[src/bci_pkg.sv]
// Shared types and constants for the breakpoint curve interpolator.
// Used by the controller, the datapath and the top level; depends on nothing.
package bci_pkg;

  localparam int unsigned MaxPointsDef = 64;
  localparam int unsigned TickW        = 32;
  localparam int unsigned AmtW         = 16;
  localparam int unsigned LimW         = 15;
  localparam int unsigned CountOutW    = 7;
  localparam int unsigned StatW        = 2;
  localparam int unsigned KindW        = 2;
  localparam logic [LimW-1:0] LimitRst = 15'h7fff;

  typedef enum logic [KindW-1:0] {
    KIND_UPSERT = 2'd0,
    KIND_ERASE  = 2'd1,
    KIND_QUERY  = 2'd2,
    KIND_NONE   = 2'd3
  } kind_e;

  typedef enum logic [StatW-1:0] {
    ST_OK      = 2'd0,
    ST_LIMIT   = 2'd1,
    ST_FULL    = 2'd2,
    ST_MISSING = 2'd3
  } status_e;

  typedef struct packed {
    logic    load_item;
    logic    clr_idx;
    logic    inc_idx;
    logic    rd_idx;
    logic    save_prev;
    logic    set_st;
    status_e st_code;
    logic    val_rd;
    logic    val_prev;
    logic    val_div;
    logic    wr_item;
    logic    sh_from_count;
    logic    sh_from_idx;
    logic    rd_below;
    logic    rd_above;
    logic    wr_shift;
    logic    sh_dec;
    logic    sh_inc;
    logic    cnt_inc;
    logic    cnt_dec;
    logic    div_setup;
    logic    mul;
    logic    div_step;
    logic    out_load;
  } dp_cmd_t;

  typedef struct packed {
    kind_e kind;
    logic  over_limit;
    logic  idx_end;
    logic  tick_ge;
    logic  exact;
    logic  full;
    logic  empty;
    logic  idx_zero;
    logic  sh_at_idx;
    logic  sh_last;
    logic  div_last;
  } dp_sts_t;

endpackage

[src/bci_ctrl.sv]
// Controller: sequences scan, shift, divide and result hand-off for one item.
// Uses bci_pkg; drives bci_datapath through dp_cmd_t.
module bci_ctrl (
  input  logic             clk_i,
  input  logic             rst_ni,
  input  logic             s_valid_i,
  output logic             s_ready_o,
  input  logic             m_ready_i,
  output logic             m_valid_o,
  input  bci_pkg::dp_sts_t sts_i,
  output bci_pkg::dp_cmd_t cmd_o
);

  typedef enum logic [3:0] {
    S_IDLE, S_LOAD, S_SCAN, S_SCAN_CMP, S_FOUND, S_SHIFT_RD, S_SHIFT_WR,
    S_ERASE_RD, S_ERASE_WR, S_MUL, S_DIV, S_QUOT, S_FINISH
  } state_e;

  state_e state_q, state_d;
  logic   m_valid_q, m_valid_d;

  assign s_ready_o = state_q == S_IDLE;
  assign m_valid_o = m_valid_q;

  always_comb begin
    state_d   = state_q;
    m_valid_d = m_valid_q && !m_ready_i;
    cmd_o     = '0;
    cmd_o.st_code = bci_pkg::ST_OK;
    case (state_q)
      S_IDLE: begin
        if (s_valid_i) begin
          cmd_o.load_item = 1'b1;
          state_d = S_LOAD;
        end
      end
      S_LOAD: begin
        if (sts_i.kind == bci_pkg::KIND_NONE) begin
          state_d = S_FINISH;
        end else if (sts_i.kind == bci_pkg::KIND_UPSERT && sts_i.over_limit) begin
          cmd_o.set_st  = 1'b1;
          cmd_o.st_code = bci_pkg::ST_LIMIT;
          state_d = S_FINISH;
        end else begin
          cmd_o.clr_idx = 1'b1;
          state_d = S_SCAN;
        end
      end
      S_SCAN: begin
        if (sts_i.idx_end) begin
          state_d = S_FOUND;
        end else begin
          cmd_o.rd_idx = 1'b1;
          state_d = S_SCAN_CMP;
        end
      end
      S_SCAN_CMP: begin
        if (sts_i.tick_ge) begin
          state_d = S_FOUND;
        end else begin
          cmd_o.save_prev = 1'b1;
          cmd_o.inc_idx   = 1'b1;
          state_d = S_SCAN;
        end
      end
      S_FOUND: begin
        state_d = S_FINISH;
        case (sts_i.kind)
          bci_pkg::KIND_UPSERT: begin
            if (sts_i.exact) begin
              cmd_o.wr_item = 1'b1;
            end else if (sts_i.full) begin
              cmd_o.set_st  = 1'b1;
              cmd_o.st_code = bci_pkg::ST_FULL;
            end else begin
              cmd_o.sh_from_count = 1'b1;
              state_d = S_SHIFT_RD;
            end
          end
          bci_pkg::KIND_ERASE: begin
            if (sts_i.exact) begin
              cmd_o.sh_from_idx = 1'b1;
              state_d = S_ERASE_RD;
            end else begin
              cmd_o.set_st  = 1'b1;
              cmd_o.st_code = bci_pkg::ST_MISSING;
            end
          end
          bci_pkg::KIND_QUERY: begin
            if (sts_i.empty) begin
              state_d = S_FINISH;
            end else if (sts_i.idx_end) begin
              cmd_o.val_prev = 1'b1;
            end else if (sts_i.idx_zero || sts_i.exact) begin
              cmd_o.val_rd = 1'b1;
            end else begin
              cmd_o.div_setup = 1'b1;
              state_d = S_MUL;
            end
          end
          default: state_d = S_FINISH;
        endcase
      end
      // Open a gap by moving entries up one place, top first
      S_SHIFT_RD: begin
        if (sts_i.sh_at_idx) begin
          cmd_o.wr_item = 1'b1;
          cmd_o.cnt_inc = 1'b1;
          state_d = S_FINISH;
        end else begin
          cmd_o.rd_below = 1'b1;
          state_d = S_SHIFT_WR;
        end
      end
      S_SHIFT_WR: begin
        cmd_o.wr_shift = 1'b1;
        cmd_o.sh_dec   = 1'b1;
        state_d = S_SHIFT_RD;
      end
      // Close the gap by moving entries down one place
      S_ERASE_RD: begin
        if (sts_i.sh_last) begin
          cmd_o.cnt_dec = 1'b1;
          state_d = S_FINISH;
        end else begin
          cmd_o.rd_above = 1'b1;
          state_d = S_ERASE_WR;
        end
      end
      S_ERASE_WR: begin
        cmd_o.wr_shift = 1'b1;
        cmd_o.sh_inc   = 1'b1;
        state_d = S_ERASE_RD;
      end
      S_MUL: begin
        cmd_o.mul = 1'b1;
        state_d = S_DIV;
      end
      S_DIV: begin
        cmd_o.div_step = 1'b1;
        if (sts_i.div_last) begin
          state_d = S_QUOT;
        end
      end
      S_QUOT: begin
        cmd_o.val_div = 1'b1;
        state_d = S_FINISH;
      end
      S_FINISH: begin
        if (!m_valid_q || m_ready_i) begin
          cmd_o.out_load = 1'b1;
          m_valid_d = 1'b1;
          state_d = S_IDLE;
        end
      end
      default: state_d = S_IDLE;
    endcase
  end

  always_ff @(posedge clk_i or negedge rst_ni) begin
    if (!rst_ni) begin
      state_q   <= S_IDLE;
      m_valid_q <= 1'b0;
    end else begin
      state_q   <= state_d;
      m_valid_q <= m_valid_d;
    end
  end

endmodule
[config.mk]
export PLATFORM = sky130hd
export DESIGN_NAME = bci_ctrl
export DESIGN_NICKNAME = d
export VERILOG_FILES = /design/src/bci_pkg.sv /design/src/bci_ctrl.sv
export SDC_FILE = /design/constraint.sdc
export NUM_CORES = 1
export LEC_CHECK = 0
export BUFFER_PORTS_ARGS = -buffer_cell sky130_fd_sc_hd__buf_2
export CAP_MARGIN = 25
export CORE_AREA = 2 2 46 48
export CTS_BUF_LIST = sky130_fd_sc_hd__clkbuf_8
export DETAILED_ROUTE_END_ITERATION = 10
export DIE_AREA = 0 0 48 50
export PLACE_DENSITY = 0.74
export REMOVE_ABC_BUFFERS = 1
export SYNTH_ARGS = -nofsm -noshare
export SYNTH_HDL_FRONTEND = slang
export SYNTH_SLANG_ARGS = --single-unit
[constraint.sdc]
create_clock -name clk_i -period 2.8 [get_ports clk_i]
set_clock_uncertainty 0.2 [all_clocks]
set_input_delay 0.84 -clock clk_i [delete_from_list [all_inputs] [get_ports clk_i]]
set_output_delay 0.84 -clock clk_i [all_outputs]
set_load 0.05 [all_outputs]
==> run summary <==
SETUP PATH
-----------------------------------------------------------------------------------------
Required @ worst endpoint                                                         1760 ps
Maximum net fanout on the critical path                                                 3
Setup crit start kind                                                          input port
Worst flop-to-flop path startpoint                                           state_q[0]$_DFFE_PN0P_
WP data arrival                                                                   2040 ps
Critical Path Sink Type                                                        output pin
Launch point of the critical path                                               sts_i[10]
WS Path Type                                                                 input port to output pin

DIE
-----------------------------------------------------------------------------------------
Floorplan die area                                                              2400 um^2
Number of cell rows                                                                    16
Chip Width                                                                          48 um
DIE HEIGHT                                                                          50 um
Initial standard-cell utilization of the core                                       37.8%
CORE AREA                                                                       1900 um^2
Boundary Pins                                                                          43

SYNTHESIS
-----------------------------------------------------------------------------------------
Top post-synthesis cells by area                                             dfrtp_1, nor2_1, nand2_1
Ys flop type                                                                      dfrtp_1
Share of the synthesized area in the top cell type                                  17.4%
Post-synth design cell area                                                      719 um^2
Number of synthesized flops with an enable pin                                          0
Cell type with the highest aggregate area in the netlist                          dfrtp_1
Proportion of register bits with asynchronous set or reset after synthesis           100%
Count of mapped cells out of synthesis                                                102
Post-synthesis sequential area ratio                                                17.4%
Register bit count reported by yosys                                                    5
Cell variety after synth                                                               40
Post-Syn Area per Cell                                                          7.05 um^2
Yosys warning total                                                                     0

POWER
-----------------------------------------------------------------------------------------
Clock network fraction of design power                                              11.6%
Part of the total power dissipated in combinational logic                           77.2%
Internal Dissipation                                                               508 uW
Switching part of the total power                                                   55.9%
Overall power of the completed layout                                             1150 uW
Worst voltage drop across the vdd grid                                         0.000480 V
Net switching power of the design                                                  643 uW
Leakage                                                                       0.000572 uW
P per Cell Area                                                               964 nW/um^2
Proportion of power drawn by flip-flops and latches                                 11.2%

GRT
-----------------------------------------------------------------------------------------
Global route total overflow                                                             0
Wire length of the first global-routing pass                                      3.61 mm
Number of antenna violations at the first check in global routing                       0
Total routing usage reported by global routing                                      20.8%
Number of global-route vias before repair                                             826
Maximum number of pins on one net before global-route repair                           18

RUN STATUS
-----------------------------------------------------------------------------------------
Run status                                                                   finished with violations
Failing checks                                                               negative setup slack

CLOCK NETWORK
-----------------------------------------------------------------------------------------
Maximum buffer depth of the clock tree                                                  2
Master cell of the clock root buffer                                             clkbuf_8
Inserted Clock Buffers                                                                  3
Maximum level of the CTS H-tree                                                         1
Clock insertion delay at the later pin of the skew report                          230 ps
CTS tree                                                                            built
Register clock-pin slew on the reported worst setup and hold paths                  40 ps
# clock sinks                                                                           5

LAYOUT
-----------------------------------------------------------------------------------------
Number of diodes added for antenna fixing                                               0
Syn-to-layout area delta                                                            65.9%
Fraction of layout cells with a size suffix above 1                                 49.0%
Post-route cell area                                                            1190 um^2
Final #Nets                                                                           172
Highest-count cells in the layout ignoring fill and taps                     buf_2, buf_4, nor2_1
Commonest non-fill, non-tap cell in the layout                                      buf_2

ROUTE
-----------------------------------------------------------------------------------------
Met3 layer wire length in the routed design                                        202 um
Detailed-route wire length                                                        2.50 mm
Number of DRC markers in iteration 0                                                   33
Detailed-routed wire length on met2                                               1.20 mm
Highest metal layer with signal wires                                                met4
Vias                                                                                  969
Count of nets left with antenna violations after detail routing                         0
Length of routed wiring on met1                                                   1.06 mm
Routed wire length per instance                                                   13.7 um
Drc violations                                                                          0
Vias per cell                                                                        5.32
Router iterations before antenna repair                                                 4

STA
-----------------------------------------------------------------------------------------
Count of pins over their slew limit                                                     0
Actual slew at the worst max-slew pin                                              347 ps
Final-layout setup total negative slack                                          -1390 ps
Final setup slack of the worst path                                               -284 ps
Period utilization                                                                   110%
Number of endpoints failing setup at the final stage                                    9
FMAX                                                                            0.324 GHz
Final worst path period need                                                      3080 ps
Remaining max-slew budget at the tightest pin                                       76.3%
Worst hold slack                                                                   224 ps
Setup repair after global routing missed its margin                                   yes
Number of hold violations in the final report                                           0

PLACED DESIGN
-----------------------------------------------------------------------------------------
Final HPWL from detailed placement                                                1.78 mm
RePlAce Congestion                                                                  0.885
Total placed instance area                                                       997 um^2
Count of port buffers added during placement                                           42

MIN PATH
-----------------------------------------------------------------------------------------
Min-Delay Path Class                                                         input port to asynchronous set/reset pin

RUN
-----------------------------------------------------------------------------------------
Max-cap violations                                                                      0

-- cell families (layout without fill, tap and decap cells) --
logic type	after synthesis	in the layout	share of synthesized area, %
simple gates	60	60	49.4
compound gates	24	24	22.8
buf+inv	13	66	10.4
flops	5	5	17.4
-- synthesized netlist by cell type (2+ instances only) --
library cell  count
nor4_1            3
buf_2             3
nor2_2            2
o21bai_1          2
buf_6             2
nor2b_1           3
clkbuf_1          3
buf_4             2
nor2_1           13
or3b_1            2
nand2b_1          6
nor3_1            4
o21ai_0           4
a211o_1           2
nand2_1          11
and3_1            2
or3_1             3
a21oi_1           6
nor4_2            2
inv_1             3
dfrtp_1           5
-- path summary, 6_finish.rpt --
check	endpoint	slack, ps	cells past startpoint
min in group clk_i	m_valid_o$_DFF_PN0_	390	2
hold reg to reg	m_valid_o$_DFF_PN0_	390	2
setup / recovery	cmd_o[3]	-280	5
setup reg to reg	state_q[1]$_DFFE_PN0P_	930	6
max in group asynchronous	state_q[3]$_DFFE_PN0P_	2040	1
hold / removal	state_q[1]$_DFFE_PN0P_	220	1
-- repair_timing --
item | CTS | global route
gates resized for setup | 20 | 9
pin swaps | 5 | 1
setup buffers | 2 | 2
hold buffers | 0 | 0
endpoints found under the setup margin | 10 | 9
-- worst max-delay path, cell delays in order --
cell    delay [ps]
buf_6          100
or3b_4         380
or3_4          350
nor4_2         140
buf_4          230
-- layer usage --
layer / global-route usage [%] / vias up
met5: 0 / -
met4: 9.01 / 0
met3: 3.30 / 5
met2: 32.0 / 68
met1: 27.7 / 424
li1: - / 472
-- registers in the layout, summed over array words and instances, names as in the netlist --
name,count
m_valid_o,1
state_q,4
-- power groups by stage --
stage / registers (uW) / clock network [uW] / logic [uW]
floorplan: 197 / 0 / 503
global placement: 125 / 0 / 827
detailed placement: 127 / 0 / 829
CTS: 127 / 136 / 853
global route: 131 / 140 / 953
finish: 129 / 134 / 888
-- layout make-up --
cell class | count | area [um^2]
Clock buffer | 3 | 41.3
Clock inverter | 1 | 3.75
Fill cell | 162 | 708
Inverter | 3 | 11.3
Multi-Input combinational cell | 84 | 566
Sequential cell | 5 | 125
Tap cell | 27 | 33.8
Timing Repair Buffer | 59 | 413
-- stage by stage --
step           utilization, %  instances  setup slack, ps
2_1_floorplan               -         92            -1950
5_1_grt                  62.8        182             -329
4_1_cts                  59.3        180             -285
3_3_place_gp             52.4        174             -367
6_report                 62.8        182             -284
3_5_place_dp             52.4        174             -385
No activity file was read; power rests on OpenSTA's default activity.
